### src/design/tga_image_stream_decoder_unit_defines.svh
`ifndef TGA_IMAGE_STREAM_DECODER_UNIT_DEFINES_SVH
`define TGA_IMAGE_STREAM_DECODER_UNIT_DEFINES_SVH

// clocked check of a property, off while in reset
`define TGAD_ASSERT(lbl, ck, rn, prop, msg) \
	lbl: assert property (@(posedge ck) disable iff (!rn) (prop)) else $error(msg);

// clocked check that a condition never holds
`define TGAD_ASSERT_NEVER(lbl, ck, rn, cond, msg) \
	lbl: assert property (@(posedge ck) disable iff (!rn) !(cond)) else $error(msg);

`endif

### src/design/tgad_pkg.sv
`timescale 1ns / 1ps
`default_nettype none

package tgad_pkg;

	localparam int PALETTE_ENTRIES = 256;
	localparam int PAL_AW          = $clog2(PALETTE_ENTRIES);
	localparam int HDR_BYTES       = 18;
	localparam int FIFO_DEPTH      = 4;
	localparam int FIFO_AW         = $clog2(FIFO_DEPTH);
	localparam int FIFO_CW         = $clog2(FIFO_DEPTH + 1);

	localparam logic [2:0]  MODE_MASK      = 3'h7;
	localparam logic [2:0]  MODE_CMAP      = 3'd1;
	localparam logic [2:0]  MODE_TRUECOLOR = 3'd2;
	localparam logic [7:0]  DEPTH_8        = 8'd8;
	localparam logic [7:0]  DEPTH_24       = 8'd24;
	localparam logic [7:0]  DEPTH_32       = 8'd32;
	localparam logic [31:0] ALPHA_OPAQUE   = 32'hFF000000;

	typedef enum logic [2:0] {
		KIND_RUN     = 3'd0,
		KIND_DONE    = 3'd1,
		KIND_HEADER  = 3'd2,
		KIND_PALETTE = 3'd3,
		KIND_TRUNC   = 3'd4
	} kind_t;

	typedef struct packed {
		kind_t       kind;
		logic [31:0] color;
		logic [15:0] dest_row;
		logic [15:0] dest_col;
		logic [7:0]  run_length;
		logic [15:0] image_width;
		logic [15:0] image_height;
		logic        last;
	} res_t;

	typedef struct packed {
		logic       busy;
		logic [1:0] s1_cnt;
	} stat_t;

	function automatic res_t fin_res(kind_t k, logic [15:0] w, logic [15:0] h);
		res_t r;
		r              = '0;
		r.kind         = k;
		r.image_width  = w;
		r.image_height = h;
		r.last         = 1'b1;
		return r;
	endfunction

endpackage

`default_nettype wire

### src/design/tgad_result_fifo.sv
`timescale 1ns / 1ps
`default_nettype none
`include "tga_image_stream_decoder_unit_defines.svh"

module tgad_result_fifo (
	input  wire logic                         clk,
	input  wire logic                         arst_n,
	input  wire logic [1:0]                   push_n,
	input  wire tgad_pkg::res_t               push0,
	input  wire tgad_pkg::res_t               push1,
	output tgad_pkg::res_t                    head,
	output logic                              out_valid,
	input  wire logic                         out_stall,
	output logic [tgad_pkg::FIFO_CW-1:0]      cnt
);
	import tgad_pkg::*;

	res_t                 mem_q [FIFO_DEPTH];
	logic [FIFO_AW-1:0]   wp_q, rp_q;
	logic [FIFO_CW-1:0]   cnt_q;
	logic                 pop;

	assign out_valid = (cnt_q != '0);
	assign pop = out_valid && !out_stall;
	assign head = mem_q[rp_q];
	assign cnt = cnt_q;

	always_ff @(posedge clk) begin
		if (push_n != 2'd0) mem_q[wp_q] <= push0;
		if (push_n == 2'd2) mem_q[wp_q + FIFO_AW'(1)] <= push1;
	end

	always_ff @(posedge clk or negedge arst_n) begin
		if (!arst_n) begin
			wp_q <= '0; rp_q <= '0; cnt_q <= '0;
		end else begin
			wp_q <= wp_q + FIFO_AW'(push_n);
			rp_q <= rp_q + FIFO_AW'(pop);
			cnt_q <= cnt_q + FIFO_CW'(push_n) - FIFO_CW'(pop);
		end
	end

	`TGAD_ASSERT(a_fifo_bound, clk, arst_n, cnt_q <= FIFO_CW'(FIFO_DEPTH), "queue over depth")
	`TGAD_ASSERT_NEVER(a_fifo_room, clk, arst_n, (4'(cnt_q) + 4'(push_n)) > (4'(FIFO_DEPTH) + 4'(pop)), "push without room")
	`TGAD_ASSERT(a_fifo_fill, clk, arst_n, (cnt_q == '0 && push_n != 2'd0) |=> out_valid, "push lost")

endmodule

`default_nettype wire

### config.mk
export PLATFORM = sky130hd
export DESIGN_NAME = tgad_result_fifo
export DESIGN_NICKNAME = d
export VERILOG_FILES = /design/src/design/tgad_pkg.sv /design/src/design/tgad_result_fifo.sv
export VERILOG_INCLUDE_DIRS = /design/src /design/src/design
export SDC_FILE = /design/constraint.sdc
export NUM_CORES = 1
export LEC_CHECK = 0
export BUFFER_PORTS_ARGS = -buffer_cell sky130_fd_sc_hd__buf_2
export CORE_MARGIN = 3
export CORE_UTILIZATION = 57
export DETAILED_ROUTE_END_ITERATION = 8
export PLACE_DENSITY = 0.79
export SLEW_MARGIN = 20
export SYNTH_ARGS = -nofsm -noshare
export SYNTH_HDL_FRONTEND = slang
export SYNTH_SLANG_ARGS = --single-unit
### constraint.sdc
create_clock -name clk -period 11.3 [get_ports clk]
set_input_delay 0.565 -clock clk [delete_from_list [all_inputs] [get_ports clk]]
set_output_delay 0.565 -clock clk [all_outputs]
set_load 0.02 [all_outputs]
==> run metrics, run 1 <==
Syn Inst Count between 1000 and 1500; Seq/Total Area, Yosys 0.624; HP Class input pin to register; max-slew violations 0; CP Capture Point head[44]; Reg2Reg Setup Slack 7.62 ns; Max rail drop VDD approximately 280 µV; WL/cell 25.3 µm; drt pass-1 iters 4; Cell Area, Synth 21100 µm²; I/O Buffers 332; FF-to-FF path depth 4; Hold Violations, Final 0; critical path class register to primary output; CTS tree built; Place WS a little over 7 ns; vias in the first global route around 12000; worst r2r dst mem_q[1][84]$_DFFE_PP_; setup violators final 0; Post-synth EDFFs roughly 430; fin nets 1634; setup ws final 6.88 ns; largest buffer count on any clock path 3; fin crit share 0.391; largest area contributor in the netlist edfxtp_1; GRT Util Overall 0.246; Routed WL about 48000 µm; final std cells w/o fill roughly 1900; worst flop-to-flop path startpoint wp_q[1]$_DFF_PN0_; Layout Cell Area excl Fill ~25000 µm²; final RePlAce weighted congestion ~0.81; Metal-1 WL 19900 µm; drt drc 0; GRT overflow 0; area delta synth->final 16.7%; multiplexer share of the synthesized area 0.346; relative max-transition margin 0.296; Tightest Pin Transition approximately 1.1 ns; initial antenna violation count 24; Pwr Density roughly 260 nW/µm²; top cell type's share of synthesized area 0.616; largest family of logic cells by synthesized area multiplexers; Post-Synth Simple-Gate Area 0.00440; Routed met2 length 22800 µm; top routing layer used met5; Ys Warns 0; row count slightly below 70; CTS buffer count 46; RSZ-0062 raised after global routing false; hold_buf cts 1; async set-reset flop share out of synthesis 0.0159; CTS HTree Levels 2; die width approximately 200 µm; post-route antenna net violation count 0; top cells by area, synth edfxtp_1 62%, mux2_2 22%, mux4_2 12%; post-cts resize count 0; crit path DAT about 3.9 ns; max-cap check violation count 0; first-pass GRT wire length between 70000 and 80000 µm; Die Y 198 µm; die area a little under 40000 µm²; num ports 333; WL met3 4450 µm; layout cell share with drive strength beyond 1 0.655; final setup skew around 0.018 ns; Seq cells post-synth approximately 440; post-route minimum period between 4 and 5 ns; Mapped Nets roughly 1300; predominant post-synthesis flop cell edfxtp_1; DRT iter0 DRCs 694; CP Capture Type primary output; DR vias approximately 12000; placed cells between 1500 and 2000; Avg Vias per Cell 6.06; top-count cell post-synth edfxtp_1; post-detail-place hpwl about 30000 µm; Starting Density 0.585; clock transition at the registers of the reported paths 0.06 ns; post-synth cell types 25; Commonest cells post-synth 432 x edfxtp_1, 412 x mux2_2, 108 x mux4_2; syn avg cell area approximately 19 µm²; status complete, no violations; CORE AREA roughly 36000 µm²; Crit Path Max Fanout 43; clk_lat worst skew 0.54 ns; largest net degree at the start of global routing slightly above 60; fmax between 0.2 and 0.25 GHz; postcts setup bufs 0; clock sink count about 440; worst setup path startpoint rp_q[0]$_DFF_PN0_; Post-DP Area around 23000 µm²; XOR/XNOR share of the synthesized area 0.00249; root buffer cell clkbuf_16; Synth Area in Adders 0.00273; CP required roughly 11 ns; Sum Neg Setup Slack 0 ns; Startpoint Class register; LEAKAGE about 0.0087 µW; Compound-Gate Fraction of Synth Area 0.00131
==> cell families after synthesis <==
group / count (synthesis)
mux: 540
flops: 439
buf+inv: 77
simple gates: 14
xor+xnor: 6
compound gates: 4
fa+ha+maj: 4
==> per-stage QoR <==
stage / hold WS, ns / util / total power (µW)
5_1_grt: 0.324 / 0.682 / 6560
6_report: 0.336 / 0.683 / 6270
4_1_cts: 0.314 / 0.682 / 6350
3_3_place_gp: 0.408 / 0.642 / 4870
2_1_floorplan: 0.269 / - / 4200
3_5_place_dp: 0.410 / 0.642 / 4910
==> power by group <==
group / leakage, µW / internal [µW] / switching, µW
Clock: 0.000699 / 830 / 606
Sequential: 0.00412 / 2390 / 196
Combinational: 0.00383 / 941 / 1310
==> placed cells by master, fill, tap and decap left out, types with 2 or more instances in the layout <==
master      count
edfxtp_1      432
mux2_2        412
buf_2         332
mux4_2        108
clkbuf_16      47
mux2_1         20
buf_4          16
diode_2        15
clkinv_2       10
clkbuf_1        9
inv_1           5
clkinv_1        5
dfrtp_1         5
nor2_1          4
clkbuf_8        4
xor2_1          3
xnor2_1         3
ha_1            3
and3b_4         2
nor3_1          2
clkinvlp_4      2
bufinv_16       2
dfrtp_4         2
==> final cells by class <==
cell class / instances / area (µm²)
sequential: 439 / 13200
fill: 2353 / 11400
multi-input combinational: 568 / 7580
timing repair buffer: 349 / 1790
clock buffer: 60 / 1260
tap: 461 / 577
clock inverter: 20 / 153
antenna: 15 / 37.5
inverter: 5 / 18.8
==> registers in the layout, summed over array words and instances, names as in the netlist <==
register  flops
cnt           3
mem_q       432
rp_q          2
wp_q          2
==> critical path, stage by stage, from the launching register on <==
cell	delay, ns
dfrtp_4	0.83
buf_4	0.76
buf_4	0.85
mux4_2	0.63
buf_2	0.18
==> layer usage <==
metal	up-vias	global-route usage
met4	26	0.0676
met3	102	0.0725
met1	5939	0.345
li1	5129	-
met2	421	0.381
met5	-	0
==> worst min path at each step <==
stage / start / to / cells past startpoint / slack, ns
2_1_floorplan: arst_n / cnt[0]$_DFF_PN0_ / 0 / 0.27
3_3_place_gp: arst_n / cnt[2]$_DFF_PN0_ / 1 / 0.41
3_5_place_dp: arst_n / cnt[2]$_DFF_PN0_ / 1 / 0.41
4_1_cts: push0[89] / mem_q[1][89]$_DFFE_PP_ / 2 / 0.31
5_1_grt: push0[90] / mem_q[1][90]$_DFFE_PP_ / 2 / 0.32
6_report: push0[89] / mem_q[1][89]$_DFFE_PP_ / 2 / 0.34
No activity file was read; power rests on OpenSTA's default activity.
==> run 2: changes to the inputs <==
==> constraint.sdc (replaced) <==
create_clock -name clk -period 4.3 [get_ports clk]
set_input_delay 0.215 -clock clk [delete_from_list [all_inputs] [get_ports clk]]
set_output_delay 0.215 -clock clk [all_outputs]
set_load 0.02 [all_outputs]
==> run metrics, run 2 (synthesized netlist as in run 1, its figures left out) <==
fin crit share 0.817; LEAKAGE 0.00927 µW (+7.1%); crit path cell chain nand3_4, buf_4, buf_4, mux2_2, dlygate4sd3_1; I/O Buffers 332 (unchanged); setup violators final 0 (unchanged); most frequent cells in the layout 432 x edfxtp_1, 412 x mux2_2, 332 x buf_2, 148 x dlygate4sd3_1, 108 x mux4_2; relative max-transition margin 0.320 (+0.0242); WL/cell 24.3 µm (-3.9%); post-route minimum period about 3.5 ns; Largest Register mem_q; GRT overflow 0 (unchanged); Die Y 198 µm (unchanged); post-detail-place hpwl 28600 µm (-4.9%); RSZ-0062 raised after global routing false; clock sink count 439 (unchanged); largest buffer count on any clock path 3 (unchanged); Crit Path Max Fanout 61 (+42%); row count 69 (unchanged); Hold Violations, Final 0 (unchanged); hold wc startpoint push1[88]; CORE AREA 36000 µm² (unchanged); Max rail drop VDD 460 µV (+66%); Layout Utilization 0.725 (+0.0420); Critical Path Max Stage Delay 0.89 ns (+0.04 ns); max reg flops 432 (unchanged); vias in the first global route 13600 (+11%); first-pass GRT wire length 77000 µm (+4.8%); final RePlAce weighted congestion 0.743 (-8.5%); gr busiest metal met2; Tightest Pin Transition 1.02 ns (-0.0363 ns); Hold Path End mem_q[1][88]$_DFFE_PP_; postcts setup bufs 0 (unchanged); root buffer cell clkbuf_16; CP most frequent cell buf_4; clock transition at the registers of the reported paths 0.06 ns (about the same); DR vias 12300 (+5.9%); area delta synth->final 23.9%; CTS tree built; FF-to-FF path depth 5 (+1); max-slew violations 0 (unchanged); Routed WL 50100 µm (+3.5%); Starting Density 0.585 (unchanged); clk_lat worst skew 0.54 ns (about the same); HP Class input pin to register; Startpoint Class register; initial antenna violation count 10 (-58%); Reg2Reg Setup Slack 0.78 ns (-6.84 ns); status complete, no violations; layout cell share with drive strength beyond 1 0.587 (-0.0679); GRT met3 Usage 0.0550 (-0.0175); max-cap check violation count 0 (unchanged); CTS buffer count 46 (unchanged); largest net degree at the start of global routing 109 (+79%); CP required 4.59 ns (-6.15 ns); met2 usage 0.451 (+0.0701); critical path class register to register; post-route antenna net violation count 0 (unchanged); crit path DAT 3.80 ns (-0.06 ns); fmax 0.284 GHz; Pwr Density 635 nW/µm² (+150%); fin nets 1788 (+9.4%); die area 39300 µm² (unchanged); worst flop-to-flop path startpoint wp_q[1]$_DFF_PN0_; DRT iter0 DRCs 667 (-3.9%); worst r2r dst mem_q[0][44]$_DFFE_PP_; GRT Util Overall 0.255 (+0.00974); drt drc 0 (unchanged); CP Capture Type register; slowest stage cell, crit path buf_4; drt pass-1 iters 5 (+1); final setup skew 0.0177 ns (-0.000698 ns); num ports 333 (unchanged); Sum Neg Setup Slack 0 ns (unchanged); most common cell after layout, fill and taps aside edfxtp_1; Avg Vias per Cell 5.96 (-1.6%); die width 198 µm (unchanged); hold path cells 2 (unchanged); met1 Use GR 0.310 (-0.0347); CTS HTree Levels 2 (unchanged)
-- run 2: cell types whose count changed in the layout (fill, tap and decap cells not counted) --
| cell | delta |
|---|---|
| clkinv_1 | +8 |
| diode_2 | -6 |
| clkbuf_8 | -4 |
| clkbuf_1 | +6 |
| bufinv_16 | -1 |
| clkinvlp_4 | -1 |
| clkinv_2 | -9 |
| buf_12 | +7 |
| dlygate4sd3_1 | +147 |
-- run 2: how the worst max path moves through the flow --
stage | slack, ns | endpoint | start
after floorplan | 0.38 | mem_q[3][0]$_DFFE_PP_ | wp_q[0]$_DFF_PN0_
after global placement | 1.40 | mem_q[0][59]$_DFFE_PP_ | wp_q[1]$_DFF_PN0_
after detailed placement | 1.37 | mem_q[0][88]$_DFFE_PP_ | wp_q[1]$_DFF_PN0_
after CTS | 0.82 | mem_q[0][53]$_DFFE_PP_ | wp_q[1]$_DFF_PN0_
after global routing | 0.65 | mem_q[0][44]$_DFFE_PP_ | wp_q[1]$_DFF_PN0_
final | 0.78 | mem_q[0][44]$_DFFE_PP_ | wp_q[1]$_DFF_PN0_
-- run 2: area by class of cell --
cell class | instances | area (µm²)
inverter | 5 | 18.8
tap | 461 | 577
sequential | 439 | 13200
fill | 2196 | 9910
antenna | 9 | 22.5
clock buffer | 62 | 1230
timing repair buffer | 503 | 3400
multi-input combinational | 568 | 7580
clock inverter | 17 | 100
-- run 2: where the power goes --
| group | switching, µW | internal (µW) |
|---|---|---|
| Clock | 1530 | 2050 |
| Combinational | 3480 | 2690 |
| Sequential | 545 | 6270 |
-- run 2: worst max-delay path, delay by kind of cell, from the launching register on --
kind	cells	cell delay, ns
multiplexers	1	0.42
buffers and inverters	3	2.04
AND/OR/NAND/NOR	1	0.16
flip-flops	1	0.57
-- run 2: timing repair --
action,CTS,global route
hold endpoints to repair,173,0
resized for setup,0,0
hold buffers,148,0
-- run 2: metal layers --
layer	wire (µm)	share of wire
met1	19200	0.38
met2	26300	0.53
met3	2990	0.060
met4	1590	0.032
met5	42	0.00084
-- run 2: stage by stage --
stage	power [µW]	setup slack (ns)	cell area [µm²]	hold slack, ns	std cells
4_1_cts	16700	0.818	26100	0.0000505	2055
6_report	16600	0.785	26100	0.0222	2064
3_3_place_gp	12900	1.40	23300	0.0590	1828
2_1_floorplan	10900	0.381	21100	-0.0806	1084
3_5_place_dp	13000	1.37	23300	0.0645	1828
5_1_grt	17300	0.650	26100	0.00303	2061
