## src/design/tga_image_stream_decoder_unit_defines.svh

```systemverilog
`ifndef TGA_IMAGE_STREAM_DECODER_UNIT_DEFINES_SVH
`define TGA_IMAGE_STREAM_DECODER_UNIT_DEFINES_SVH

// clocked check of a property, off while in reset
`define TGAD_ASSERT(lbl, ck, rn, prop, msg) \
	lbl: assert property (@(posedge ck) disable iff (!rn) (prop)) else $error(msg);

// clocked check that a condition never holds
`define TGAD_ASSERT_NEVER(lbl, ck, rn, cond, msg) \
	lbl: assert property (@(posedge ck) disable iff (!rn) !(cond)) else $error(msg);

`endif

```

## src/design/tgad_pkg.sv

```systemverilog
`timescale 1ns / 1ps
`default_nettype none

package tgad_pkg;

	localparam int PALETTE_ENTRIES = 256;
	localparam int PAL_AW          = $clog2(PALETTE_ENTRIES);
	localparam int HDR_BYTES       = 18;
	localparam int FIFO_DEPTH      = 4;
	localparam int FIFO_AW         = $clog2(FIFO_DEPTH);
	localparam int FIFO_CW         = $clog2(FIFO_DEPTH + 1);

	localparam logic [2:0]  MODE_MASK      = 3'h7;
	localparam logic [2:0]  MODE_CMAP      = 3'd1;
	localparam logic [2:0]  MODE_TRUECOLOR = 3'd2;
	localparam logic [7:0]  DEPTH_8        = 8'd8;
	localparam logic [7:0]  DEPTH_24       = 8'd24;
	localparam logic [7:0]  DEPTH_32       = 8'd32;
	localparam logic [31:0] ALPHA_OPAQUE   = 32'hFF000000;

	typedef enum logic [2:0] {
		KIND_RUN     = 3'd0,
		KIND_DONE    = 3'd1,
		KIND_HEADER  = 3'd2,
		KIND_PALETTE = 3'd3,
		KIND_TRUNC   = 3'd4
	} kind_t;

	typedef struct packed {
		kind_t       kind;
		logic [31:0] color;
		logic [15:0] dest_row;
		logic [15:0] dest_col;
		logic [7:0]  run_length;
		logic [15:0] image_width;
		logic [15:0] image_height;
		logic        last;
	} res_t;

	typedef struct packed {
		logic       busy;
		logic [1:0] s1_cnt;
	} stat_t;

	function automatic res_t fin_res(kind_t k, logic [15:0] w, logic [15:0] h);
		res_t r;
		r              = '0;
		r.kind         = k;
		r.image_width  = w;
		r.image_height = h;
		r.last         = 1'b1;
		return r;
	endfunction

endpackage

`default_nettype wire

```

## src/design/tgad_parser.sv

```systemverilog
`timescale 1ns / 1ps
`default_nettype none

module tgad_parser (
	input  wire logic                        clk,
	input  wire logic                        arst_n,
	input  wire logic                        in_take,
	input  wire logic [7:0]                  data_byte,
	input  wire logic                        stream_last,
	output logic                             pal_we,
	output logic [tgad_pkg::PAL_AW-1:0]      pal_waddr,
	output logic [31:0]                      pal_wdata,
	output logic                             pal_re,
	output logic [tgad_pkg::PAL_AW-1:0]      pal_raddr,
	input  wire logic [31:0]                 pal_rdata,
	output tgad_pkg::res_t                   res0,
	output tgad_pkg::res_t                   res1,
	output tgad_pkg::stat_t                  stat
);
	import tgad_pkg::*;

	typedef enum logic [4:0] {
		PH_HEADER  = 5'b00001,
		PH_PALETTE = 5'b00010,
		PH_PACKET  = 5'b00100,
		PH_PIXEL   = 5'b01000,
		PH_SKIP    = 5'b10000
	} phase_t;

	phase_t      phase_q, phase_n;
	logic [4:0]  hcnt_q, hcnt_n;
	logic [1:0]  sub_q, sub_n;
	logic [8:0]  ent_q, ent_n;
	logic [7:0]  id_q, id_n, type_q, type_n, cmd_q, cmd_n, pd_q, pd_n, desc_q, desc_n;
	logic [15:0] cms_q, cms_n, cml_q, cml_n, w_q, w_n, h_q, h_n;
	logic [31:0] cass_q, cass_n, left_q, left_n, total_q;
	logic [7:0]  prem_q, prem_n;
	logic        prun_q, prun_n;
	logic [15:0] row_q, row_n;
	logic [16:0] col_q, col_n;

	res_t        r0_s1, r1_s1;
	logic [1:0]  cnt_s1;
	logic        pal_s1, palz_s1;

	res_t        rq [2];
	res_t        rr;
	logic [1:0]  n;
	logic        pal_n, palz_n;
	logic        busy, fmt_ok, start, show;
	logic [31:0] cass_new, pcolor;
	logic [1:0]  last_sub;
	logic [7:0]  lreq, len;
	logic [16:0] ncol;

	assign busy = (phase_q == PH_PACKET || phase_q == PH_PIXEL) && (col_q >= {1'b0, w_q});
	assign fmt_ok = (pd_q == DEPTH_32 && (type_q[2:0] & MODE_MASK) == MODE_TRUECOLOR)
		|| (pd_q == DEPTH_24 && type_q[2:0] == MODE_TRUECOLOR && !type_q[3])
		|| (pd_q == DEPTH_8 && type_q[2:0] == MODE_CMAP && !type_q[3]);
	assign cass_new = cass_q | (32'(data_byte) << {sub_q, 3'b000});
	assign last_sub = (pd_q == DEPTH_8) ? 2'd0 : ((pd_q == DEPTH_24) ? 2'd2 : 2'd3);

	always_comb begin
		phase_n = phase_q; hcnt_n = hcnt_q; sub_n = sub_q; ent_n = ent_q;
		id_n = id_q; type_n = type_q; cmd_n = cmd_q; pd_n = pd_q; desc_n = desc_q;
		cms_n = cms_q; cml_n = cml_q; w_n = w_q; h_n = h_q;
		cass_n = cass_q; left_n = left_q; prem_n = prem_q; prun_n = prun_q;
		row_n = row_q; col_n = col_q;
		rq[0] = '0; rq[1] = '0; rr = '0; n = 2'd0;
		pal_n = 1'b0; palz_n = 1'b0; start = 1'b0; show = 1'b0;
		pal_we = 1'b0; pal_waddr = ent_q[PAL_AW-1:0]; pal_wdata = ALPHA_OPAQUE | cass_new;
		pal_re = 1'b0; pal_raddr = data_byte[PAL_AW-1:0];
		pcolor = cass_new; lreq = 8'd1; len = 8'd1; ncol = '0;
		if (busy) begin
			// fold the column back into range, one row per cycle
			col_n = col_q - {1'b0, w_q};
			row_n = row_q + 16'd1;
		end else if (in_take) begin
			unique case (phase_q)
				PH_HEADER: begin
					case (hcnt_q)
						5'd0:  id_n = data_byte;
						5'd2:  type_n = data_byte;
						5'd3:  cms_n[7:0] = data_byte;
						5'd4:  cms_n[15:8] = data_byte;
						5'd5:  cml_n[7:0] = data_byte;
						5'd6:  cml_n[15:8] = data_byte;
						5'd7:  cmd_n = data_byte;
						5'd12: w_n[7:0] = data_byte;
						5'd13: w_n[15:8] = data_byte;
						5'd14: h_n[7:0] = data_byte;
						5'd15: h_n[15:8] = data_byte;
						5'd16: pd_n = data_byte;
						5'd17: desc_n = data_byte;
						default: ;
					endcase
					hcnt_n = hcnt_q + 5'd1;
					if (hcnt_q == 5'(HDR_BYTES - 1)) begin
						if (id_q != 8'd0 || !fmt_ok) begin
							rq[n[0]] = fin_res(KIND_HEADER, 16'd0, 16'd0); n = n + 2'd1;
							phase_n = PH_SKIP;
						end else if (pd_q == DEPTH_8 && (cms_q != 16'd0
								|| cml_q > 16'(PALETTE_ENTRIES) || cmd_q != DEPTH_24)) begin
							rq[n[0]] = fin_res(KIND_PALETTE, 16'd0, 16'd0); n = n + 2'd1;
							phase_n = PH_SKIP;
						end else if (pd_q == DEPTH_8 && cml_q != 16'd0) begin
							phase_n = PH_PALETTE;
							ent_n = '0; sub_n = '0; cass_n = '0;
						end else begin
							start = 1'b1;
						end
					end
				end
				PH_PALETTE: begin
					cass_n = cass_new;
					if (sub_q == 2'd2) begin
						pal_we = 1'b1;
						cass_n = '0; sub_n = '0;
						ent_n = ent_q + 9'd1;
						if (16'(ent_q) + 16'd1 == cml_q) begin
							start = 1'b1; show = 1'b1;
						end
					end else begin
						sub_n = sub_q + 2'd1;
					end
				end
				PH_PACKET: begin
					prun_n = data_byte[7];
					prem_n = {1'b0, data_byte[6:0]} + 8'd1;
					sub_n = '0; cass_n = '0;
					phase_n = PH_PIXEL;
				end
				PH_PIXEL: begin
					cass_n = cass_new;
					sub_n = sub_q + 2'd1;
					if (sub_q == last_sub) begin
						sub_n = '0; cass_n = '0;
						if (pd_q == DEPTH_8) begin
							pal_re = 1'b1; pal_n = 1'b1;
							palz_n = !((16'(data_byte) < cml_q)
								&& (9'(data_byte) < 9'(PALETTE_ENTRIES)));
							pcolor = '0;
						end else if (pd_q == DEPTH_24) begin
							pcolor = ALPHA_OPAQUE | {8'd0, cass_new[23:0]};
						end
						if (type_q[3] && prun_q) lreq = prem_q;
						len = (32'(lreq) > left_q) ? left_q[7:0] : lreq;
						rr.kind = KIND_RUN;
						rr.color = pcolor;
						rr.dest_row = desc_q[5] ? row_q : (h_q - 16'd1 - row_q);
						rr.dest_col = col_q[15:0];
						rr.run_length = len;
						rr.image_width = w_q;
						rr.image_height = h_q;
						rq[n[0]] = rr; n = n + 2'd1;
						left_n = left_q - 32'(len);
						ncol = col_q + 17'(len);
						if (ncol >= {1'b0, w_q}) begin
							col_n = ncol - {1'b0, w_q};
							row_n = row_q + 16'd1;
						end else begin
							col_n = ncol;
						end
						if (left_n == 32'd0) begin
							rq[n[0]] = fin_res(KIND_DONE, w_q, h_q); n = n + 2'd1;
							phase_n = PH_SKIP;
						end
						if (type_q[3]) begin
							if (prun_q) prem_n = 8'd0;
							else if (prem_q != 8'd0) prem_n = prem_q - 8'd1;
							if (prem_n == 8'd0 && phase_n == PH_PIXEL) phase_n = PH_PACKET;
						end
					end
				end
				PH_SKIP: ;
				default: ;
			endcase
			if (start) begin
				sub_n = '0; cass_n = '0; row_n = '0; col_n = '0;
				left_n = total_q;
				if (total_q == 32'd0) begin
					rq[n[0]] = fin_res(KIND_DONE, show ? w_q : 16'd0, show ? h_q : 16'd0);
					n = n + 2'd1;
					phase_n = PH_SKIP;
				end else begin
					phase_n = type_q[3] ? PH_PACKET : PH_PIXEL;
				end
			end
			if (stream_last) begin
				if (phase_n != PH_SKIP) begin
					rq[n[0]] = (phase_n == PH_HEADER) ? fin_res(KIND_TRUNC, 16'd0, 16'd0)
						: fin_res(KIND_TRUNC, w_q, h_q);
					n = n + 2'd1;
				end
				phase_n = PH_HEADER; hcnt_n = '0; sub_n = '0; ent_n = '0;
				id_n = '0; type_n = '0; cmd_n = '0; pd_n = '0; desc_n = '0;
				cms_n = '0; cml_n = '0; w_n = '0; h_n = '0;
				cass_n = '0; left_n = '0; prem_n = '0; prun_n = 1'b0;
				row_n = '0; col_n = '0;
			end
		end
	end

	always_ff @(posedge clk or negedge arst_n) begin
		if (!arst_n) begin
			phase_q <= PH_HEADER; hcnt_q <= '0; sub_q <= '0; ent_q <= '0;
			id_q <= '0; type_q <= '0; cmd_q <= '0; pd_q <= '0; desc_q <= '0;
			cms_q <= '0; cml_q <= '0; w_q <= '0; h_q <= '0;
			cass_q <= '0; left_q <= '0; total_q <= '0; prem_q <= '0; prun_q <= 1'b0;
			row_q <= '0; col_q <= '0; cnt_s1 <= '0;
		end else begin
			phase_q <= phase_n; hcnt_q <= hcnt_n; sub_q <= sub_n; ent_q <= ent_n;
			id_q <= id_n; type_q <= type_n; cmd_q <= cmd_n; pd_q <= pd_n; desc_q <= desc_n;
			cms_q <= cms_n; cml_q <= cml_n; w_q <= w_n; h_q <= h_n;
			cass_q <= cass_n; left_q <= left_n; total_q <= w_q * h_q;
			prem_q <= prem_n; prun_q <= prun_n;
			row_q <= row_n; col_q <= col_n; cnt_s1 <= n;
		end
	end

	always_ff @(posedge clk) begin
		r0_s1 <= rq[0];
		r1_s1 <= rq[1];
		pal_s1 <= pal_n;
		palz_s1 <= palz_n;
	end

	always_comb begin
		res0 = r0_s1;
		if (pal_s1) res0.color = palz_s1 ? 32'd0 : pal_rdata;
	end
	assign res1 = r1_s1;
	assign stat.busy = busy;
	assign stat.s1_cnt = cnt_s1;

endmodule

`default_nettype wire

```

## config.mk

```make
export PLATFORM = sky130hd
export DESIGN_NAME = tgad_parser
export DESIGN_NICKNAME = d
export VERILOG_FILES = /design/src/design/tga_image_stream_decoder_unit_defines.svh /design/src/design/tgad_pkg.sv /design/src/design/tgad_parser.sv
export SDC_FILE = /design/constraint.sdc
export NUM_CORES = 2
export LEC_CHECK = 0
export BUFFER_PORTS_ARGS = -buffer_cell sky130_fd_sc_hd__buf_2
export CORE_AREA = 2 2 252 254
export CTS_BUF_LIST = sky130_fd_sc_hd__clkbuf_2 sky130_fd_sc_hd__clkbuf_4 sky130_fd_sc_hd__clkbuf_8
export CTS_CLUSTER_SIZE = 24
export DETAILED_ROUTE_END_ITERATION = 6
export DIE_AREA = 0 0 254 256
export PLACE_DENSITY_LB_ADDON = 0.3
export REMOVE_ABC_BUFFERS = 1
export SYNTH_ARGS = -nofsm -noshare
export SYNTH_HDL_FRONTEND = slang
export SYNTH_SLANG_ARGS = --single-unit
```

## constraint.sdc

```tcl
create_clock -name clk -period 7.24 [get_ports clk]
set_input_delay 0.362 -clock clk [delete_from_list [all_inputs] [get_ports clk]]
set_output_delay 0.362 -clock clk [all_outputs]
set_load 0.1 [all_outputs]
```

==> results.md <==
- Tmin final: 6.81 ns
- Clock Pin Slew Worst Setup and Hold Paths: 0.06 ns
- CP Max Fanout: 17
- Clock sinks: 399
- Period utilization: 94.0%
- Final WL: 89200 µm
- Critical path type: flop to flop
- Hold Fails Final Rpt: 0
- Worst hold path type: primary input to flop
- Post-CTS setup buffers: 0
- Vias post-DR: 25500
- Row count: 92
- Synth area leaders: dfrtp_1 20%, fa_1 13%, dfxtp_1 9.4%
- Status: finished, final reports clean
- Full die area: 0.0650 mm²
- Die width: 254 µm
- CTS tree: yes
- Area leader, netlist: dfrtp_1
- Switch Pwr: 3.95 mW
- ANT nets after route: 0
- Worst-Margin Slew: 1.16 ns
- GR Overflow Total: 0
- Hpwl dp: 66400 µm
- Top-area cell type share of the netlist area: 20.5%
- Count leader, synth: nand2_1
- Avg WL per Cell: 19.6 µm
- Worst endpoint required time: 7.83 ns
- All-layer global routing usage: 27.4%
- Cts bufs inserted: 73
- Cells after Synth: 3543
- Clock Tree Root: clkbuf_8
- Worst setup EP type: flop
- Syn Std Cell Area: 0.0309 mm²
- Clock power frac: 27.1%
- TritonRoute pass-1 iters: 6
- Share of layout cells above drive strength 1: 13.7%
- First-pass GRT wire length: 139000 µm
- Post-synth ARST share: 63.7%
- Max-slew violations: 0
- Initial antenna violation count: 2
- Synthesized flop and latch total: 399
- Final core utilization: 53.9%
- Nets: 4081
- IO Pins: 313
- Seq/Total Area, Yosys: 30.0%
- Synth cell count leaders: 417 x nand2_1, 361 x inv_1, 253 x dfrtp_1
- Final clock skew: 0.0595 ns
- DRC viols: 0
- Vias in the first global route: 24600
- Avg Cell Area, Syn: 8.72 µm²
- Die Span Y: 256 µm
- Initial DRC count: 2159
- Main flop type after synthesis: dfrtp_1
- Cell Count, Final, Fillers Out: 4548
- Int Pwr: 5.43 mW
- Net Sw Frac: 42.1%
- Number of flops mapped to enable cells by yosys: 0
- Startpoint Class: flop
- Leakage: 16.0 nW
- Fmax: 147 MHz
- Max-cap viol count: 0
- Vias/cell: 5.60
- Inst Count DP: 4412
- Power Total: 9.37 mW
- Power Density: 278 mW/mm²
- Routability Congestion: 0.969
- H-tree depth: 3
- Cell variety after synth: 99
- CP arrival: 7.40 ns
- Setup violations, final: 0
- Yosys warns: 0
- Relative slew slack: 22.5%
- Largest net degree at the start of global routing: 125
- Core area: 0.0624 mm²
- Area Overhead vs Synth: 8.95%
- Starting density of the core: 49.5%
- Clk Latency, worst-skew pair: 0.69 ns
- Power share of the sequential group: 29.9%
- PortBufs: 231
- Comb power frac: 42.9%
- Peak supply drop: 0.187 mV
- Longest Clk Path Bufs: 3
## through the flow
stage	setup TNS (ns)	hold slack (ns)	area, µm²	setup slack [ns]
floorplan	-2.93	0.0664	29100	-0.214
global placement	0	0.348	31900	0.337
detailed placement	0	0.345	31900	0.0828
CTS	0	0.0703	33600	0.0561
global route	-0.0152	0.116	33700	-0.0152
finish	0	0.119	33700	0.432
## power groups by stage
stage	registers [mW]	clock network, mW	logic, mW
final	2.81	2.54	4.02
after global routing	2.84	2.69	4.44
after CTS	2.79	2.59	3.94
after detailed placement	2.83	0	3.91
after global placement	2.83	0	3.89
after floorplan	2.81	0	2.81
## per-layer routing
layer	part of all wire [%]	up-vias	track usage [%]	wire length, µm
met1	43	12400	37.6	38500
li1	-	11900	-	-
met3	8.7	184	6.80	7760
met2	45	1017	41.8	39800
met4	3.6	0	10.5	3180
met5	0	-	0	0
## placed cells by master, fill, tap and decap left out, types with 24 or more instances in the layout
cell      Yosys  final
nand2_1     417    416
inv_1       361    361
dfrtp_1     253    251
buf_2        18    230
o21ai_0     229    228
a21oi_1     211    210
fa_1        199    199
ha_1        196    195
nor2_1      188    187
dfxtp_1     145    145
and2_1      138    138
clkbuf_8      0     86
conb_1        2     81
xnor2_1      68     68
nor3_1       62     59
o31ai_1      56     56
buf_4       174     54
nand3_1      51     50
and3_1       49     49
mux2i_1      36     36
a21o_1       35     35
nor4_1       36     35
xor2_1       34     34
or3_1        25     24
## state kept, by name (all words and copies together) (netlist names), 17 cells and up
register	cells
left_q	32
r0_s1	32
total_q	32
cass_q	32
col_q	17
res1	35
res0	76
## path summary, 6_finish.rpt
path	startpoint	end	slack (ns)	cells after the start
worst max-delay path	h_q[4]	total_q[30]	0.43	22
worst min-delay path	data_byte[7]	cass_q[31]	0.12	3
worst max register to register	h_q[4]	total_q[30]	0.43	22
worst min register to register	cass_q[23]	cass_q[23]	0.48	2
max in group asynchronous	arst_n	cnt_s1[1]	5.67	3
min in group asynchronous	arst_n	cass_q[20]	0.23	2
## logic make-up (layout without fill, tap and decap cells)
group / count (synthesis) / after routing / share of synthesized area (%)
simple gates: 1087 / 1087 / 17.0
compound gates: 807 / 807 / 16.7
buf+inv: 708 / 786 / 11.1
flops: 399 / 399 / 30.0
fa+ha+maj: 395 / 395 / 20.8
xor+xnor: 102 / 102 / 2.89
mux: 43 / 43 / 1.42
other cells: 2 / 83 / 0.0243
## cell type report
class | count | area (µm²)
diodes | 2 | 5.00
clock buffers | 107 | 1340
clock inverters | 26 | 388
fillers | 5840 | 28700
inverters | 364 | 1370
multi-input cells | 2515 | 18600
flip-flops and latches | 399 | 9260
well taps | 846 | 1060
repair buffers | 289 | 1640
## what timing repair did
| action | in CTS | in global routing |
|---|---|---|
| gates resized for setup | 0 | 14 |
| hold endpoints to repair | 59 | 0 |
| hold buffers | 1 | 0 |
| endpoints found under the setup margin | 0 | 99 |
## worst max-delay path: stages (launching register included)
cell	delay (ns)
dfrtp_1	0.72
nand2_1	0.17
fa_1	0.57
inv_1	0.05
fa_1	0.49
inv_1	0.06
fa_1	0.51
inv_1	0.06
fa_1	0.54
inv_1	0.05
fa_1	0.47
inv_1	0.05
fa_1	0.45
ha_1	0.34
o21a_1	0.21
o21ai_0	0.44
a31o_2	0.26
a211oi_1	0.05
a311o_1	0.40
o211ai_1	0.26
nand2_1	0.11
a221oi_1	0.32
xnor2_1	0.15
No activity file was read; power rests on OpenSTA's default activity.
